==> src/hdl/lrf_pkg.sv <==
`timescale 1ns / 1ps
// ----------------------------------------------------------------------------
// lrf_pkg
// Shared constants, codes and beat types of the LCD rectangle fill sequencer.
// ----------------------------------------------------------------------------
package lrf_pkg;

   localparam int PANEL_WIDTH  = 320;
   localparam int PANEL_HEIGHT = 240;

   localparam int COORD_W = 16;
   localparam int COLOR_W = 16;
   localparam int BYTE_W  = 8;
   localparam int STEP_W  = 4;
   localparam int X_W     = (PANEL_WIDTH > 1) ? $clog2(PANEL_WIDTH) : 1;
   localparam int Y_W     = (PANEL_HEIGHT > 1) ? $clog2(PANEL_HEIGHT) : 1;

   localparam logic FUNC_REQUEST = 1'b0;
   localparam logic FUNC_TICK    = 1'b1;

   localparam logic [BYTE_W-1:0] CMD_COLUMN_WINDOW = 8'h2A;
   localparam logic [BYTE_W-1:0] CMD_ROW_WINDOW    = 8'h2B;
   localparam logic [BYTE_W-1:0] CMD_MEMORY_WRITE  = 8'h2C;

   localparam logic [STEP_W-1:0] STEP_COL_CMD    = 4'd0;
   localparam logic [STEP_W-1:0] STEP_XS_HI      = 4'd1;
   localparam logic [STEP_W-1:0] STEP_XS_LO      = 4'd2;
   localparam logic [STEP_W-1:0] STEP_XE_HI      = 4'd3;
   localparam logic [STEP_W-1:0] STEP_XE_LO      = 4'd4;
   localparam logic [STEP_W-1:0] STEP_ROW_CMD    = 4'd5;
   localparam logic [STEP_W-1:0] STEP_YS_HI      = 4'd6;
   localparam logic [STEP_W-1:0] STEP_YS_LO      = 4'd7;
   localparam logic [STEP_W-1:0] STEP_YE_HI      = 4'd8;
   localparam logic [STEP_W-1:0] STEP_YE_LO      = 4'd9;
   localparam logic [STEP_W-1:0] STEP_MEM_CMD    = 4'd10;
   localparam logic [STEP_W-1:0] STEP_COLOUR     = 4'd11;

   typedef struct packed {
      logic               func;
      logic [COORD_W-1:0] rect_x;
      logic [COORD_W-1:0] rect_y;
      logic [COORD_W-1:0] rect_w;
      logic [COORD_W-1:0] rect_h;
      logic [COLOR_W-1:0] fill_color;
   } req_beat_type;

   typedef struct packed {
      logic [BYTE_W-1:0] spi_byte;
      logic              is_data;
      logic              frame_end;
      logic              fill_done;
   } rsp_beat_type;

   typedef struct packed {
      logic           drop;
      logic [X_W-1:0] x_start;
      logic [X_W-1:0] x_end;
      logic [Y_W-1:0] y_start;
      logic [Y_W-1:0] y_end;
   } window_type;

endpackage

==> src/hdl/lrf_channels.sv <==
`timescale 1ns / 1ps
// ----------------------------------------------------------------------------
// lrf channels
// Valid/ready channels for fill request beats and SPI byte beats.
// ----------------------------------------------------------------------------
interface lrf_req_if;
   import lrf_pkg::*;

   logic               valid;
   logic               ready;
   logic               func;
   logic [COORD_W-1:0] rect_x;
   logic [COORD_W-1:0] rect_y;
   logic [COORD_W-1:0] rect_w;
   logic [COORD_W-1:0] rect_h;
   logic [COLOR_W-1:0] fill_color;

   modport source (output valid, func, rect_x, rect_y, rect_w, rect_h, fill_color,
                   input ready);
   modport sink   (input valid, func, rect_x, rect_y, rect_w, rect_h, fill_color,
                   output ready);
endinterface

interface lrf_rsp_if;
   import lrf_pkg::*;

   logic              valid;
   logic              ready;
   logic [BYTE_W-1:0] spi_byte;
   logic              is_data;
   logic              frame_end;
   logic              fill_done;

   modport source (output valid, spi_byte, is_data, frame_end, fill_done, input ready);
   modport sink   (input valid, spi_byte, is_data, frame_end, fill_done, output ready);
endinterface

==> src/hdl/lrf_window_clip.sv <==
`timescale 1ns / 1ps
// ----------------------------------------------------------------------------
// lrf_window_clip
// Clips a requested rectangle to the panel and flags requests to drop.
// ----------------------------------------------------------------------------
module lrf_window_clip (
   input  lrf_pkg::req_beat_type beat,
   output lrf_pkg::window_type   win
);
   import lrf_pkg::*;

   logic [COORD_W:0] x_sum;
   logic [COORD_W:0] y_sum;
   logic [COORD_W:0] x_last;
   logic [COORD_W:0] y_last;
   logic             x_over;
   logic             y_over;

   assign x_sum  = (COORD_W+1)'(beat.rect_x) + (COORD_W+1)'(beat.rect_w);
   assign y_sum  = (COORD_W+1)'(beat.rect_y) + (COORD_W+1)'(beat.rect_h);
   assign x_last = x_sum - (COORD_W+1)'(1);
   assign y_last = y_sum - (COORD_W+1)'(1);
   assign x_over = x_sum > (COORD_W+1)'(PANEL_WIDTH);
   assign y_over = y_sum > (COORD_W+1)'(PANEL_HEIGHT);

   always_comb begin
      win.drop    = (beat.rect_x >= COORD_W'(PANEL_WIDTH))
                 || (beat.rect_y >= COORD_W'(PANEL_HEIGHT))
                 || (beat.rect_w == '0) || (beat.rect_h == '0);
      win.x_start = X_W'(beat.rect_x);
      win.y_start = Y_W'(beat.rect_y);
      win.x_end   = x_over ? X_W'(PANEL_WIDTH - 1) : X_W'(x_last);
      win.y_end   = y_over ? Y_W'(PANEL_HEIGHT - 1) : Y_W'(y_last);
   end

endmodule

==> src/hdl/lrf_fill_engine.sv <==
`timescale 1ns / 1ps
// ----------------------------------------------------------------------------
// lrf_fill_engine
// Fill state: window, colour, header step and pixel position; byte selection.
// ----------------------------------------------------------------------------
module lrf_fill_engine (
   input  logic                  clock,
   input  logic                  reset,
   input  logic                  go,
   input  lrf_pkg::req_beat_type beat,
   input  lrf_pkg::window_type   win,
   output logic                  busy,
   output lrf_pkg::rsp_beat_type rsp
);
   import lrf_pkg::*;

   logic                busy_ff, busy_in;
   logic [STEP_W-1:0]   step_ff, step_in;
   logic [X_W-1:0]      xs_ff, xs_in, xe_ff, xe_in, col_ff, col_in;
   logic [Y_W-1:0]      ys_ff, ys_in, ye_ff, ye_in, row_ff, row_in;
   logic [COLOR_W-1:0]  color_ff, color_in;
   logic                low_ff, low_in;

   logic [COORD_W-1:0]  xs_wide, xe_wide, ys_wide, ye_wide;
   logic                colour_phase;
   logic                last_pixel;
   logic                finish;

   assign busy         = busy_ff;
   assign colour_phase = (step_ff == STEP_COLOUR);
   assign last_pixel   = (col_ff == xe_ff) && (row_ff == ye_ff);
   assign finish       = go && busy_ff && (beat.func == FUNC_TICK) && colour_phase
                      && low_ff && last_pixel;

   assign xs_wide = COORD_W'(xs_ff);
   assign xe_wide = COORD_W'(xe_ff);
   assign ys_wide = COORD_W'(ys_ff);
   assign ye_wide = COORD_W'(ye_ff);

   always_comb begin
      rsp = '{spi_byte: CMD_MEMORY_WRITE, is_data: 1'b0, frame_end: 1'b1, fill_done: 1'b0};
      if (colour_phase) begin
         rsp.is_data   = 1'b1;
         rsp.spi_byte  = low_ff ? color_ff[BYTE_W-1:0] : color_ff[COLOR_W-1:BYTE_W];
         rsp.frame_end = low_ff && last_pixel;
         rsp.fill_done = low_ff && last_pixel;
      end else begin
         unique case (step_ff)
            STEP_COL_CMD: rsp.spi_byte = CMD_COLUMN_WINDOW;
            STEP_XS_HI: rsp = '{xs_wide[COORD_W-1:BYTE_W], 1'b1, 1'b0, 1'b0};
            STEP_XS_LO: rsp = '{xs_wide[BYTE_W-1:0], 1'b1, 1'b0, 1'b0};
            STEP_XE_HI: rsp = '{xe_wide[COORD_W-1:BYTE_W], 1'b1, 1'b0, 1'b0};
            STEP_XE_LO: rsp = '{xe_wide[BYTE_W-1:0], 1'b1, 1'b1, 1'b0};
            STEP_ROW_CMD: rsp.spi_byte = CMD_ROW_WINDOW;
            STEP_YS_HI: rsp = '{ys_wide[COORD_W-1:BYTE_W], 1'b1, 1'b0, 1'b0};
            STEP_YS_LO: rsp = '{ys_wide[BYTE_W-1:0], 1'b1, 1'b0, 1'b0};
            STEP_YE_HI: rsp = '{ye_wide[COORD_W-1:BYTE_W], 1'b1, 1'b0, 1'b0};
            STEP_YE_LO: rsp = '{ye_wide[BYTE_W-1:0], 1'b1, 1'b1, 1'b0};
            default: rsp.spi_byte = CMD_MEMORY_WRITE;
         endcase
      end
   end

   always_comb begin
      busy_in  = busy_ff;
      step_in  = step_ff;
      xs_in    = xs_ff;
      xe_in    = xe_ff;
      ys_in    = ys_ff;
      ye_in    = ye_ff;
      col_in   = col_ff;
      row_in   = row_ff;
      color_in = color_ff;
      low_in   = low_ff;
      if (go) begin
         if (beat.func == FUNC_REQUEST) begin
            if (!busy_ff && !win.drop) begin
               busy_in  = 1'b1;
               step_in  = STEP_COL_CMD;
               xs_in    = win.x_start;
               xe_in    = win.x_end;
               ys_in    = win.y_start;
               ye_in    = win.y_end;
               col_in   = win.x_start;
               row_in   = win.y_start;
               color_in = beat.fill_color;
               low_in   = 1'b0;
            end
         end else if (busy_ff) begin
            if (!colour_phase) begin
               step_in = step_ff + STEP_W'(1);
            end else if (!low_ff) begin
               low_in = 1'b1;
            end else begin
               low_in = 1'b0;
               if (last_pixel) begin
                  busy_in = 1'b0;
                  step_in = STEP_COL_CMD;
               end else if (col_ff == xe_ff) begin
                  col_in = xs_ff;
                  row_in = row_ff + Y_W'(1);
               end else begin
                  col_in = col_ff + X_W'(1);
               end
            end
         end
      end
   end

   always_ff @(posedge clock) begin
      if (reset) begin
         busy_ff <= 1'b0;
         step_ff <= STEP_COL_CMD;
         low_ff  <= 1'b0;
      end else begin
         busy_ff <= busy_in;
         step_ff <= step_in;
         low_ff  <= low_in;
      end
   end

   always_ff @(posedge clock) begin
      xs_ff    <= xs_in;
      xe_ff    <= xe_in;
      ys_ff    <= ys_in;
      ye_ff    <= ye_in;
      col_ff   <= col_in;
      row_ff   <= row_in;
      color_ff <= color_in;
   end

   a_step_range: assert property (@(posedge clock) disable iff (reset)
      step_ff <= STEP_COLOUR)
      else $error("header step beyond colour phase");

   a_idle_clean: assert property (@(posedge clock) disable iff (reset)
      !busy_ff |-> (step_ff == STEP_COL_CMD) && !low_ff)
      else $error("idle with stale header step or byte phase");

   a_pixel_in_window: assert property (@(posedge clock) disable iff (reset)
      busy_ff && colour_phase |-> (col_ff >= xs_ff) && (col_ff <= xe_ff)
                               && (row_ff >= ys_ff) && (row_ff <= ye_ff))
      else $error("pixel position outside window");

   a_finish_idles: assert property (@(posedge clock) disable iff (reset)
      finish |=> !busy_ff)
      else $error("still busy after final colour byte");

endmodule

==> src/hdl/lcd_rect_fill_sequencer_core.sv <==
`timescale 1ns / 1ps
// ----------------------------------------------------------------------------
// lcd_rect_fill_sequencer_core
// Clips fill rectangles to the panel and streams window commands and colour bytes.
// ----------------------------------------------------------------------------
// Usage:
//   req_if carries beats of two kinds. func = 0 is a fill request (rect_x,
//   rect_y, rect_w, rect_h, fill_color); it is dropped when the block is busy,
//   when it starts off the panel or when it is empty. func = 1 is a tick; each
//   tick while busy yields one SPI byte beat on rsp_if, an idle tick yields none.
//   A fill produces 0x2A with four window bytes, 0x2B with four, 0x2C, then
//   2*w*h colour bytes (clipped w, h), high byte first. is_data, frame_end
//   and fill_done qualify each byte; fill_done marks the last one.
//   A beat lands in the input register, the fill engine handles it from there
//   and its byte is registered in the result register that drives rsp_if.valid.
//   One beat is accepted every cycle unless a tick stalls behind a held byte.
//   While rsp_if.ready is low the result register holds its byte; ticks stall
//   behind it, requests and idle ticks still pass. Synchronous reset empties
//   both registers and leaves the block idle.
// ----------------------------------------------------------------------------
module lcd_rect_fill_sequencer_core (
   input  logic     clock,
   input  logic     reset,
   lrf_req_if.sink  req_if,
   lrf_rsp_if.source rsp_if
);
   import lrf_pkg::*;

   logic         in_valid_ff, in_valid_in;
   req_beat_type in_beat_ff, in_beat_in;
   logic         rsp_valid_ff, rsp_valid_in;
   rsp_beat_type rsp_beat_ff, rsp_beat_in;

   window_type   win;
   rsp_beat_type eng_rsp;
   logic         busy;
   logic         produces;
   logic         out_free;
   logic         go;

   assign produces = (in_beat_ff.func == FUNC_TICK) && busy;
   assign out_free = !rsp_valid_ff || rsp_if.ready;
   assign go       = in_valid_ff && (!produces || out_free);

   assign req_if.ready = !in_valid_ff || go;

   assign in_beat_in = '{func: req_if.func, rect_x: req_if.rect_x, rect_y: req_if.rect_y,
                         rect_w: req_if.rect_w, rect_h: req_if.rect_h,
                         fill_color: req_if.fill_color};

   always_comb begin
      in_valid_in  = req_if.ready ? req_if.valid : in_valid_ff;
      rsp_valid_in = rsp_valid_ff;
      rsp_beat_in  = rsp_beat_ff;
      if (go && produces) begin
         rsp_valid_in = 1'b1;
         rsp_beat_in  = eng_rsp;
      end else if (rsp_if.ready) begin
         rsp_valid_in = 1'b0;
      end
   end

   lrf_window_clip u_clip (
      .beat (in_beat_ff),
      .win  (win)
   );

   lrf_fill_engine u_engine (
      .clock (clock),
      .reset (reset),
      .go    (go),
      .beat  (in_beat_ff),
      .win   (win),
      .busy  (busy),
      .rsp   (eng_rsp)
   );

   always_ff @(posedge clock) begin
      if (reset) begin
         in_valid_ff  <= 1'b0;
         rsp_valid_ff <= 1'b0;
      end else begin
         in_valid_ff  <= in_valid_in;
         rsp_valid_ff <= rsp_valid_in;
      end
   end

   always_ff @(posedge clock) begin
      if (req_if.valid && req_if.ready) begin
         in_beat_ff <= in_beat_in;
      end
      rsp_beat_ff <= rsp_beat_in;
   end

   assign rsp_if.valid     = rsp_valid_ff;
   assign rsp_if.spi_byte  = rsp_beat_ff.spi_byte;
   assign rsp_if.is_data   = rsp_beat_ff.is_data;
   assign rsp_if.frame_end = rsp_beat_ff.frame_end;
   assign rsp_if.fill_done = rsp_beat_ff.fill_done;

endmodule

==> src/flat_wrapper.sv <==
// flat-port wrapper written by rule: the top's interface ports become plain ports
module lcd_rect_fill_sequencer_core_flat import lrf_pkg::*;
  (clock, reset, req_if_valid, req_if_func, req_if_rect_x, req_if_rect_y, req_if_rect_w, req_if_rect_h, req_if_fill_color, req_if_ready, rsp_if_valid, rsp_if_spi_byte, rsp_if_is_data, rsp_if_frame_end, rsp_if_fill_done, rsp_if_ready);
  lrf_req_if req_if_i ();
  lrf_rsp_if rsp_if_i ();
  input  logic clock;
  input  logic reset;
  input wire logic [$bits(req_if_i.valid)-1:0] req_if_valid;
  input wire logic [$bits(req_if_i.func)-1:0] req_if_func;
  input wire logic [$bits(req_if_i.rect_x)-1:0] req_if_rect_x;
  input wire logic [$bits(req_if_i.rect_y)-1:0] req_if_rect_y;
  input wire logic [$bits(req_if_i.rect_w)-1:0] req_if_rect_w;
  input wire logic [$bits(req_if_i.rect_h)-1:0] req_if_rect_h;
  input wire logic [$bits(req_if_i.fill_color)-1:0] req_if_fill_color;
  output wire logic [$bits(req_if_i.ready)-1:0] req_if_ready;
  output wire logic [$bits(rsp_if_i.valid)-1:0] rsp_if_valid;
  output wire logic [$bits(rsp_if_i.spi_byte)-1:0] rsp_if_spi_byte;
  output wire logic [$bits(rsp_if_i.is_data)-1:0] rsp_if_is_data;
  output wire logic [$bits(rsp_if_i.frame_end)-1:0] rsp_if_frame_end;
  output wire logic [$bits(rsp_if_i.fill_done)-1:0] rsp_if_fill_done;
  input wire logic [$bits(rsp_if_i.ready)-1:0] rsp_if_ready;
  assign req_if_i.valid = req_if_valid;
  assign req_if_i.func = req_if_func;
  assign req_if_i.rect_x = req_if_rect_x;
  assign req_if_i.rect_y = req_if_rect_y;
  assign req_if_i.rect_w = req_if_rect_w;
  assign req_if_i.rect_h = req_if_rect_h;
  assign req_if_i.fill_color = req_if_fill_color;
  assign req_if_ready = req_if_i.ready;
  assign rsp_if_valid = rsp_if_i.valid;
  assign rsp_if_spi_byte = rsp_if_i.spi_byte;
  assign rsp_if_is_data = rsp_if_i.is_data;
  assign rsp_if_frame_end = rsp_if_i.frame_end;
  assign rsp_if_fill_done = rsp_if_i.fill_done;
  assign rsp_if_i.ready = rsp_if_ready;
  lcd_rect_fill_sequencer_core u_core (.clock(clock), .reset(reset), .req_if(req_if_i), .rsp_if(rsp_if_i));
endmodule
==> config.mk <==
export PLATFORM = sky130hd
export DESIGN_NAME = lcd_rect_fill_sequencer_core_flat
export DESIGN_NICKNAME = d
export VERILOG_FILES = /design/src/hdl/lrf_pkg.sv /design/src/hdl/lrf_channels.sv /design/src/hdl/lrf_window_clip.sv /design/src/hdl/lrf_fill_engine.sv /design/src/hdl/lcd_rect_fill_sequencer_core.sv /design/src/flat_wrapper.sv
export SDC_FILE = /design/constraint.sdc
export NUM_CORES = 1
export LEC_CHECK = 0
export ABC_AREA = 0
export BUFFER_PORTS_ARGS = -buffer_cell sky130_fd_sc_hd__buf_4
export CAP_MARGIN = 20
export CORE_MARGIN = 2
export CORE_UTILIZATION = 30
export DETAILED_ROUTE_END_ITERATION = 10
export GPL_TIMING_DRIVEN = 0
export PLACE_DENSITY = 0.54
export SLEW_MARGIN = 20
export SYNTH_ARGS = -nofsm -noshare
export SYNTH_HDL_FRONTEND = slang
export SYNTH_SLANG_ARGS = --single-unit
==> constraint.sdc <==
create_clock -name clock -period 7.53 [get_ports clock]
set_clock_uncertainty 0.1 [all_clocks]
set_input_delay 0 -clock clock [delete_from_list [all_inputs] [get_ports clock]]
set_output_delay 0 -clock clock [all_outputs]
set_load 0.01 [all_outputs]
### After elaboration in Yosys (flattened, before gate mapping)

Cells that the tools add are included.

| operators by class | value |
|---|---|
| equality and inequality tests | 19 |
| divide/modulo/power cells | 0 |
| shift operators | 0 |
| magnitude comparators | 4 |
| bitwise logic cells | 1 |
| $mul | 0 |
| add/sub/neg operators | 7 |
| reduce and logical (&&, ||, !) cells | 32 |
| mux-type cells | 37 |

Operators by type and width:

| operator | number |
|---|---|
| $pmux 8 s9 | 1 |
| $mux 8 | 8 |
| $mux 9 | 7 |
| $add 16x16->17 | 2 |
| $logic_not 16->1 | 2 |
| $mux 4 | 6 |
| $gt 17x8->1 const B | 1 |
| $gt 17x9->1 const B | 1 |
| $eq 4x3->1 const B | 4 |
| $ge 16x8->1 const B | 1 |
| $ge 16x9->1 const B | 1 |
| $mux 1 | 13 |
| $eq 4x4->1 const B | 3 |
| $mux 11 | 1 |
| $ne 2x2->1 const B | 5 |
| $add 9x1->9 const B | 1 |
| $eq 9x9->1 | 1 |
| $sub 9x1->9 const B | 1 |
| $add 8x1->8 const B | 1 |
| $eq 4x2->1 const B | 2 |
| $eq 8x8->1 | 1 |
| $sub 8x1->8 const B | 1 |
| $logic_and 1x1->1 | 7 |
| $reduce_and 7->1 | 1 |
| 16 further kinds | 28 |

| word-level totals | value |
|---|---|
| bits in latches | 0 |
| memory bits (read-only) | 0 |
| bits of input ports | 85 |
| word-level logic and storage cells | 122 |
| RAM bits | 0 |
| output and inout port bits | 13 |
| memories | 0 |
| flip-flop bits (word level) | 167 |

### Depth between registers and ports, before layout

Gate-level depths: netlist of run 1.

| depth | value |
|---|---|
| depth after elaboration | 8 |
| depth in mapped cells | 11 |

### Hierarchy

A second synthesis of run 1 with hierarchy kept.

| second synthesis, totals | value |
|---|---|
| cell total of the unflattened synthesis | 760 |
| area, all modules | 9,077.5 sq um |

Modules (own cells, without submodules):

| module | cells each | times used | sequential area each (sq um) | area an instance (sq um) |
|---|---|---|---|---|
| lrf_fill_engine | 312 | 1 | 2,132.0 | 3,789.9 |
| lcd_rect_fill_sequencer_core | 105 | 1 | 2,802.7 | 2,885.3 |
| lrf_window_clip | 343 | 1 | 0.0 | 2,402.3 |

### Least setup slack after synthesis of run 1

OpenSTA, ideal clock, no wires.

| timing path | value |
|---|---|
| path kind | register to register |
| start | register u_core.in_beat_ff[80] (netlist bit) |
| end | register u_core.in_beat_ff[0] (netlist bit) (enable) |
| stages on the path, launching flop included | 5 |
| setup slack | 4.245 ns |
| setup time | 0.448 ns |
| data required time | 6.982 ns |
| buffers on the path | 1 |
| arrival time | 2.737 ns |
| cells stage by stage | edfxtp_1 -> clkbuf_1 -> nand3_1 -> or2_2 -> and2_1 |

| on the way | value |
|---|---|
| word-level cells in the longest chain between the ends | 6 |

Ends and longest elaborated chain:

| what | line | RTL |
|---|---|---|
| start, declared | lcd_rect_fill_sequencer_core.sv:30 | `req_beat_type in_beat_ff, in_beat_in;` |
| start signal, assigned | lcd_rect_fill_sequencer_core.sv:90 | `in_beat_ff <= in_beat_in;` |
| $logic_and 1x1->1 | lcd_rect_fill_sequencer_core.sv:41 | `assign produces = (in_beat_ff.func == FUNC_TICK) && busy;` |
| $logic_not 1->1 | lcd_rect_fill_sequencer_core.sv:43 | `assign go = in_valid_ff && (!produces \|\| out_free);` |
| $logic_or 1x1->1 | lcd_rect_fill_sequencer_core.sv:43 |  |
| $logic_and 1x1->1 | lcd_rect_fill_sequencer_core.sv:43 |  |
| $logic_or 1x1->1 | lcd_rect_fill_sequencer_core.sv:45 | `assign req_if.ready = !in_valid_ff \|\| go;` |
| net req_if_ready | flat_wrapper.sv:15 | `output wire logic [$bits(req_if_i.ready)-1:0] req_if_ready;` |
| $logic_and 1x1->1 | lcd_rect_fill_sequencer_core.sv:89 | `if (req_if.valid && req_if.ready) begin` |

The timed path passes the listed nets, and every way through them passes these cells.
A chain may end at the register's enable or synchronous reset.

### Final worst setup path of run 1

| timing path | value |
|---|---|
| start | register u_core.in_beat_ff[48] (netlist bit) |
| end | register u_core.u_engine.ye_ff[7] (data pin) |

| on the way | value |
|---|---|
| word-level cells in the longest chain between the ends | 2 |
| elaborated cells on any way between the ends | 3 |
| those cells by class | 2 x add/sub; 1 x order compare |

Ends and longest elaborated chain:

| what | line | RTL |
|---|---|---|
| $add 16x16->17 * | lrf_window_clip.sv:20 | `assign y_sum = (COORD_W+1)'(beat.rect_y) + (COORD_W+1)'(beat.rect_h);` |
| $gt 17x8->1 / $sub 8x1->8 (equally long branches) | lrf_window_clip.sv:24, lrf_window_clip.sv:22 |  |
| end signal, assigned | lrf_fill_engine.sv:126 | `ye_ff <= ye_in;` |
| end, declared | lrf_fill_engine.sv:20 | `logic [Y_W-1:0] ys_ff, ys_in, ye_ff, ye_in, row_ff, row_in;` |

Mark *: on every way between the ends. The rest lies on a longest branch, timed or not.

==> reports/summary.txt, run 1 <==
Outcome - complete, no violations
Post-cts repair resize count - 0
Synth unique cells - 73
Flops & latches, synth - 167
Synth Net Count - 870
Routed len/inst - 16.5 um
Antenna Nets Post-Route - 0
Die width - 175 um
Worst-path fanout max - 8
Largest net degree at the start of global routing - 56
Die height - 175 um
Register area share after synthesis - 56.0%
Reg2Reg Setup Slack - 4150 ps
RSZ-0062 raised after global routing - false
Worst Tran Pin Value - 1030 ps
Worst hold slack - 186 ps
H-tree levels - 4
Max-slew violations - 0
Setup TNS - 0 ps
Peak VDD IR - 128 uV
Clock latency on the worst-skew pair - 430 ps
MaxCap Viol Count - 0
PD cells - 203 nW/um^2
# DRC - 0
Multi-input logic area - 3670 sq um
WP data required - 7540 ps
Max_slew headroom - 30.9%
Vias - 6544
Proportion of synthesized area in mux cells - 2.96%
Vias in the first global route - 6576
XOR/XNOR Fraction of Synth Area - 5.67%
Worst setup path startpoint - u_core.in_beat_ff[48]
GRT Util Overall - 14.5%
Vias/cell - 4.88
Ys async rst share - 0%
Num CTS Buffers - 17
Fill cells - 2753
RD Place Congestion - 0.843
Initial core utilization - 30.6%
Detailed Route WL - 22100 um
F_max - 0.296 GHz
IO Pins - 98
Depth of the worst register-to-register path - 10
Area Overhead vs Synth - 29.9%
CORE AREA - 28800 sq um
Mean area per synthesized cell - 11.9 sq um
IO buf count - 96
CTS tree - built
R2r startpoint - u_core.in_beat_ff[48]
Critical path class - reg -> reg
Critical path arrival - 3390 ps
Post-route minimum period - 3380 ps
Simple-Gate Fraction of Synth Area - 13.8%
Root Driver - clkbuf_16
Largest family of logic cells by synthesized area - simple AND/OR/NAND/NOR gates
Worst setup margin - 4150 ps
CP Launch Type - flip-flop
Register area - 4930 sq um
Critical path's largest stage delay - 530 ps
Iteration-0 DRC Markers - 379
Hold path start - req_if_rect_w[10]
DPL Wire Length - 16200 um
Tcrit/Tclk final - 44.9%
Synth Instances - 742
Hold path cells - 2
Hold WC Path Type - in -> reg
Gr ovfl total - 0
Yosys warning count - 0
EDFF count, synth - 159
Final Hold Viols - 0
Critical Path End Type - flip-flop
Initial antenna violation count - 1
Clock sink count - 167
Clock transition at path regs - 70 ps
First-pass GRT wire length - 35100 um
Synth Area in Adders - 6.28%
Share of cells above drive strength 1 - 16.1%
Main synth FF type - edfxtp_1
Rows - 62
Setup violators final - 0
Static Leak - 4.18 nW
Worst path cell trace - ha_1 > fa_1 > inv_1 > ha_1 > nor4b_1 > nor4_1 > nand4_1 > o2111ai_1 > nor4_4 > nand4_1
Placement Setup Slack - 3940 ps
Nets - 1071
Synth Cell Area - 8800 sq um
Die ar. - 30700 sq um
CP max-delay cell - nor4_4
Pre-Repair DR Iteration Count - 5
CTS Buffer Depth - 2
Synth Area in Compound Gates - 12.9%
==> worst max-delay path, delay by kind of cell (launching register included) <==
family                     cells  cell delay [ps]
adders and majority gates      3              920
buffers and inverters          1               70
and+or+nand+nor                5             1360
DFF                            1              450
AOI/OAI and AO/OA              1              180
==> layer usage <==
metal  share of wire [%]  up-vias  global-route usage [%]  routed length [um]
met4                 1.8        0                    4.41                 405
met1                  48     3093                    20.0               10700
met5                   0        -                       0                   0
met2                  46      163                    23.1               10100
li1                    -     3260                       -                   -
met3                 4.3       28                    2.79                 944
==> Yosys cell counts (3+ instances only) <==
| master | number | area (sq um) |
|---|---|---|
| and2_1 | 8 | 50.1 |
| buf_1 | 3 | 11.3 |
| nand2b_1 | 8 | 50.1 |
| dfxtp_1 | 8 | 160 |
| nor3b_1 | 5 | 37.5 |
| clkbuf_1 | 20 | 75.1 |
| o22ai_1 | 9 | 56.3 |
| o21ai_0 | 21 | 105 |
| nor3_1 | 13 | 65.1 |
| nand2_1 | 37 | 139 |
| a31oi_1 | 4 | 25.0 |
| and3_1 | 8 | 50.1 |
| inv_1 | 23 | 86.3 |
| nand4_1 | 21 | 131 |
| xor2_1 | 27 | 236 |
| a221oi_1 | 4 | 35.0 |
| o31ai_1 | 4 | 30.0 |
| a21o_1 | 8 | 60.1 |
| o21bai_1 | 4 | 30.0 |
| or3_1 | 8 | 50.1 |
| nor2b_1 | 6 | 37.5 |
| nand3_1 | 30 | 150 |
| a311oi_1 | 3 | 26.3 |
| a32oi_1 | 6 | 52.6 |
| a21oi_1 | 53 | 265 |
| xnor2_1 | 30 | 263 |
| nor4_1 | 15 | 93.8 |
| a21boi_0 | 4 | 30.0 |
| mux2i_1 | 17 | 170 |
| a22oi_1 | 7 | 52.6 |
| edfxtp_1 | 159 | 4770 |
| o21a_1 | 5 | 37.5 |
| nor2_1 | 58 | 218 |
| o2111ai_1 | 4 | 35.0 |
| a211oi_1 | 3 | 22.5 |
| ha_1 | 41 | 513 |
| a211o_1 | 7 | 61.3 |
| mux2_2 | 8 | 90.1 |
==> final timing paths <==
kind | end
max | u_core.u_engine.ye_ff[7]
min | u_core.in_beat_ff[42]
min reg2reg | u_core.u_engine.color_ff[5]
max reg2reg | u_core.u_engine.ye_ff[7]
==> final cells by class <==
class                           count  area share, %
Clock inverter                     14           1.01
Timing Repair Buffer              182           14.0
Antenna cell                        1         0.0219
Clock buffer                       18           3.75
Multi-Input combinational cell    524           32.1
Sequential cell                   167           43.1
Tap cell                          384           4.20
Inverter                           23          0.755
Buffer                             28           1.07
==> where the power goes <==
| group | internal, mW | leakage (nW) | total, mW | switching, mW |
|---|---|---|---|---|
| sequential | 1.06 | 1.62 | 1.09 | 0.0280 |
| clock | 0.433 | 0.272 | 0.825 | 0.392 |
| combinational | 0.193 | 2.29 | 0.416 | 0.223 |
==> cells in the final DEF, fill, tap and decap left out, drive strengths merged, types with 21 or more instances in the layout <==
cell type    instances
nor2                58
nand3               30
xnor2               30
nand2               38
a21oi               54
ha                  41
dlygate4sd3         85
o21ai               23
inv                 31
buf                105
nand4               21
clkbuf              38
xor2                27
edfxtp             159
==> cells by family (layout without fill, tap and decap cells) <==
| logic type | after synthesis | after routing |
|---|---|---|
| adders and majority gates | 43 | 43 |
| and+or+nand+nor | 232 | 232 |
| DFF | 167 | 167 |
| xor gates and xnor gates | 57 | 57 |
| AOI/OAI and AO/OA | 167 | 167 |
| muxes | 25 | 25 |
| buffers and inverters | 51 | 265 |
| other | 0 | 1 |
==> per-stage QoR <==
step	instance area, sq um	util, %	std cells	power (mW)
floorplan	8800	-	742	1.37
global placement	10000	34.8	1222	1.48
detailed placement	10000	34.9	1223	1.48
CTS	11400	39.7	1340	2.35
global route	11400	39.7	1341	2.44
finish	11400	39.7	1341	2.33
==> state kept, by name, indices dropped and copies added (netlist names), 9 cells and up <==
signal	cells
u_core.u_engine.xs_ff	9
u_core.in_beat_ff	81
u_core.u_engine.xe_ff	9
u_core.u_engine.col_ff	9
u_core.u_engine.color_ff	16
==> what timing repair did <==
item	in CTS	in global routing
endpoints found under the hold margin	89	0
hold buffers	85	0
buffers inserted	0	0
No activity file was read; power rests on OpenSTA's default activity.
==> run 2, diff against run 1 <==
==> constraint.sdc (replaced) <==
create_clock -name clock -period 3.28 [get_ports clock]
set_clock_uncertainty 0.1 [all_clocks]
set_input_delay 0 -clock clock [delete_from_list [all_inputs] [get_ports clock]]
set_output_delay 0 -clock clock [all_outputs]
set_load 0.01 [all_outputs]
==> run 2 against run 1 <==
Net effect:
- combinational power grew 130%
- critical endpoint is now u_core.u_engine.xe_ff[5]
- highest routed layer unchanged
- largest cell class unchanged
- non-clock buffer count increased by 3
- critical path type unchanged
- final cell count is essentially flat
- power grew 140%
==> reports/summary.txt, run 2 (synthesis gave the netlist of run 1 again) <==
Die height - 175 um (unchanged)
Initial antenna violation count - 0 (was 1)
MaxCap Viol Count - 0 (unchanged)
Most common cell after layout, fill and taps aside - edfxtp_1 (unchanged)
Worst R2R End - u_core.u_engine.xe_ff[5] (was u_core.u_engine.ye_ff[7])
IO buf count - 96 (unchanged)
Net switching power - 1.48 mW (was 0.643 mW)
PD cells - 476 nW/um^2 (was 203 nW/um^2)
Worst setup margin - 130 ps (was 4150 ps)
Vias - 6587 (was 6544)
CTS Buffer Depth - 2 (unchanged)
Gr ovfl total - 0 (unchanged)
Detailed Route WL - 22000 um (was 22100 um)
Clk pwr share - 36.9% (was 35.5%)
Final design utilization - 40.1% (was 39.7%)
CTS tree - built (unchanged)
Clock transition at path regs - 70 ps (about the same)
Routed len/inst - 16.4 um (was 16.5 um)
WP data required - 3340 ps (was 7540 ps)
CORE AREA - 28800 sq um (unchanged)
Cell area after layout - 11500 sq um (was 11400 sq um)
Hold WC Path Type - in -> reg (unchanged)
Critical path arrival - 3210 ps (was 3390 ps)
Die width - 175 um (unchanged)
Die ar. - 30700 sq um (unchanged)
# DRC - 0 (unchanged)
CP Capture Point - u_core.u_engine.xe_ff[5] (was u_core.u_engine.ye_ff[7])
Largest register by flop count - u_core.in_beat_ff (unchanged)
Initial core utilization - 30.6% (unchanged)
Worst setup path startpoint - u_core.in_beat_ff[67] (was u_core.in_beat_ff[48])
Num CTS Buffers - 17 (unchanged)
P_int - 4.02 mW (was 1.68 mW)
Iteration-0 DRC Markers - 422 (was 379)
CP Launch Type - flip-flop (unchanged)
DPL Wire Length - 16100 um (was 16200 um)
Most frequent cells in the layout - edfxtp_1, buf_4, dlygate4sd3_1 (unchanged)
F_max - 0.317 GHz (was 0.296 GHz)
Max-slew violations - 0 (unchanged)
Diodes inserted - 0 (was 1)
Pre-Repair DR Iteration Count - 4 (was 5)
Setup TNS - 0 ps (unchanged)
Post-route minimum period - 3150 ps (was 3380 ps)
Max_slew headroom - 33.2% (was 30.9%)
Post-DP Area - 10000 sq um (unchanged)
Root Driver - clkbuf_16 (unchanged)
R2r startpoint - u_core.in_beat_ff[67] (was u_core.in_beat_ff[48])
Rows - 62 (unchanged)
Placement Setup Slack - -273 ps (was 3940 ps)
Antenna Nets Post-Route - 0 (unchanged)
Share of cells above drive strength 1 - 17.5% (was 16.1%)
Clock latency on the worst-skew pair - 430 ps (about the same)
Static Leak - 4.20 nW (was 4.18 nW)
Vias in the first global route - 6452 (was 6576)
Flop pwr share - 45.3% (was 46.6%)
Max FFs per register - 81 (unchanged)
Combinational power share - 17.8% (was 17.9%)
Depth of the worst register-to-register path - 10 (unchanged)
Sw Share - 26.9% (was 27.6%)
Area Overhead vs Synth - 31.1% (was 29.9%)
First-pass GRT wire length - 34600 um (was 35100 um)
Setup violators final - 0 (unchanged)
Tcrit/Tclk final - 96.0% (was 44.9%)
GRT Util Overall - 14.4% (was 14.5%)
H-tree levels - 4 (unchanged)
Fill cells - 2766 (was 2753)
Critical Path End Type - flip-flop (unchanged)
Outcome - complete, no violations (unchanged)
Peak VDD IR - 299 uV (was 128 uV)
Worst-path fanout max - 7 (was 8)
Vias/cell - 4.91 (was 4.88)
Clock sink count - 167 (unchanged)
IO Pins - 98 (unchanged)
Top Registers - u_core.in_beat_ff: 81 flops, u_core.u_engine.color_ff: 16 flops (unchanged)
Final Hold Viols - 0 (unchanged)
RD Place Congestion - 0.828 (was 0.843)
Worst Tran Pin Value - 994 ps (was 1030 ps)
Total Power - 5.49 mW (was 2.33 mW)
Nets - 1074 (was 1071)
Largest net degree at the start of global routing - 52 (was 56)
Reg2Reg Setup Slack - 130 ps (was 4150 ps)
Critical path class - reg -> reg (unchanged)
run 2: cell types whose count changed in the layout (fill, tap and decap cells not counted), moves of 2 or more:
cell,change
bufinv_16,+2
inv_6,+3
clkinv_4,-2
clkinv_1,-2
clkinvlp_4,+3
buf_4,+2
inv_8,-3
run 2: critical path, cell delays in order, from the launching register on:
cell	delay, ps
edfxtp_1	450
ha_1	300
clkbuf_1	250
nand3_1	160
o22ai_2	290
o21ai_0	220
a211o_1	320
a221oi_1	330
and3_1	200
buf_2	170
nand4_1	100
run 2: area by class of cell:
cell class	count	area, sq um	area share [%]
Buffer	28	123	1.06
Inverter	23	86.3	0.748
Tap cell	384	480	4.16
Sequential cell	167	4930	42.7
Timing Repair Buffer	185	1630	14.1
Multi-Input combinational cell	524	3710	32.1
Clock inverter	14	160	1.39
Clock buffer	17	425	3.68
run 2: power groups by stage:
stage | clock network [mW] | registers, mW | logic (mW)
after global routing | 2.15 | 2.50 | 1.09
after detailed placement | 0 | 2.54 | 0.869
after floorplan | 0 | 2.51 | 0.638
after CTS | 2.07 | 2.49 | 0.957
after global placement | 0 | 2.54 | 0.858
final | 2.03 | 2.49 | 0.977
run 2: routing by layer:
layer	track usage, %	up-vias	share of wire (%)
met4	4.41	0	1.7
met2	22.6	171	45
met1	20.4	3122	49
li1	-	3269	-
met5	0	-	0
met3	2.29	25	4.3
run 2: repair_timing:
item / CTS / global route
setup endpoints to repair: 17 / 86
buffers inserted: 1 / 2
endpoints found under the hold margin: 89 / 0
hold buffers: 85 / 0
pin swaps: 1 / 1
gates resized for setup: 1 / 10
run 2: how the worst min path moves through the flow:
stage,start,end,slack (ps),cells after the start
floorplan,req_if_fill_color[0],u_core.in_beat_ff[0],-1,0
global placement,req_if_rect_w[11],u_core.in_beat_ff[43],80,1
detailed placement,req_if_rect_w[0],u_core.in_beat_ff[32],80,1
CTS,req_if_rect_h[13],u_core.in_beat_ff[29],170,2
global route,req_if_rect_h[13],u_core.in_beat_ff[29],180,2
finish,req_if_rect_w[12],u_core.in_beat_ff[44],180,2
run 2: stage by stage:
stage	std cells	hold WS [ps]
floorplan	742	-1.13
global placement	1222	78.9
detailed placement	1223	79.3
CTS	1340	172
global route	1342	182
finish	1342	179
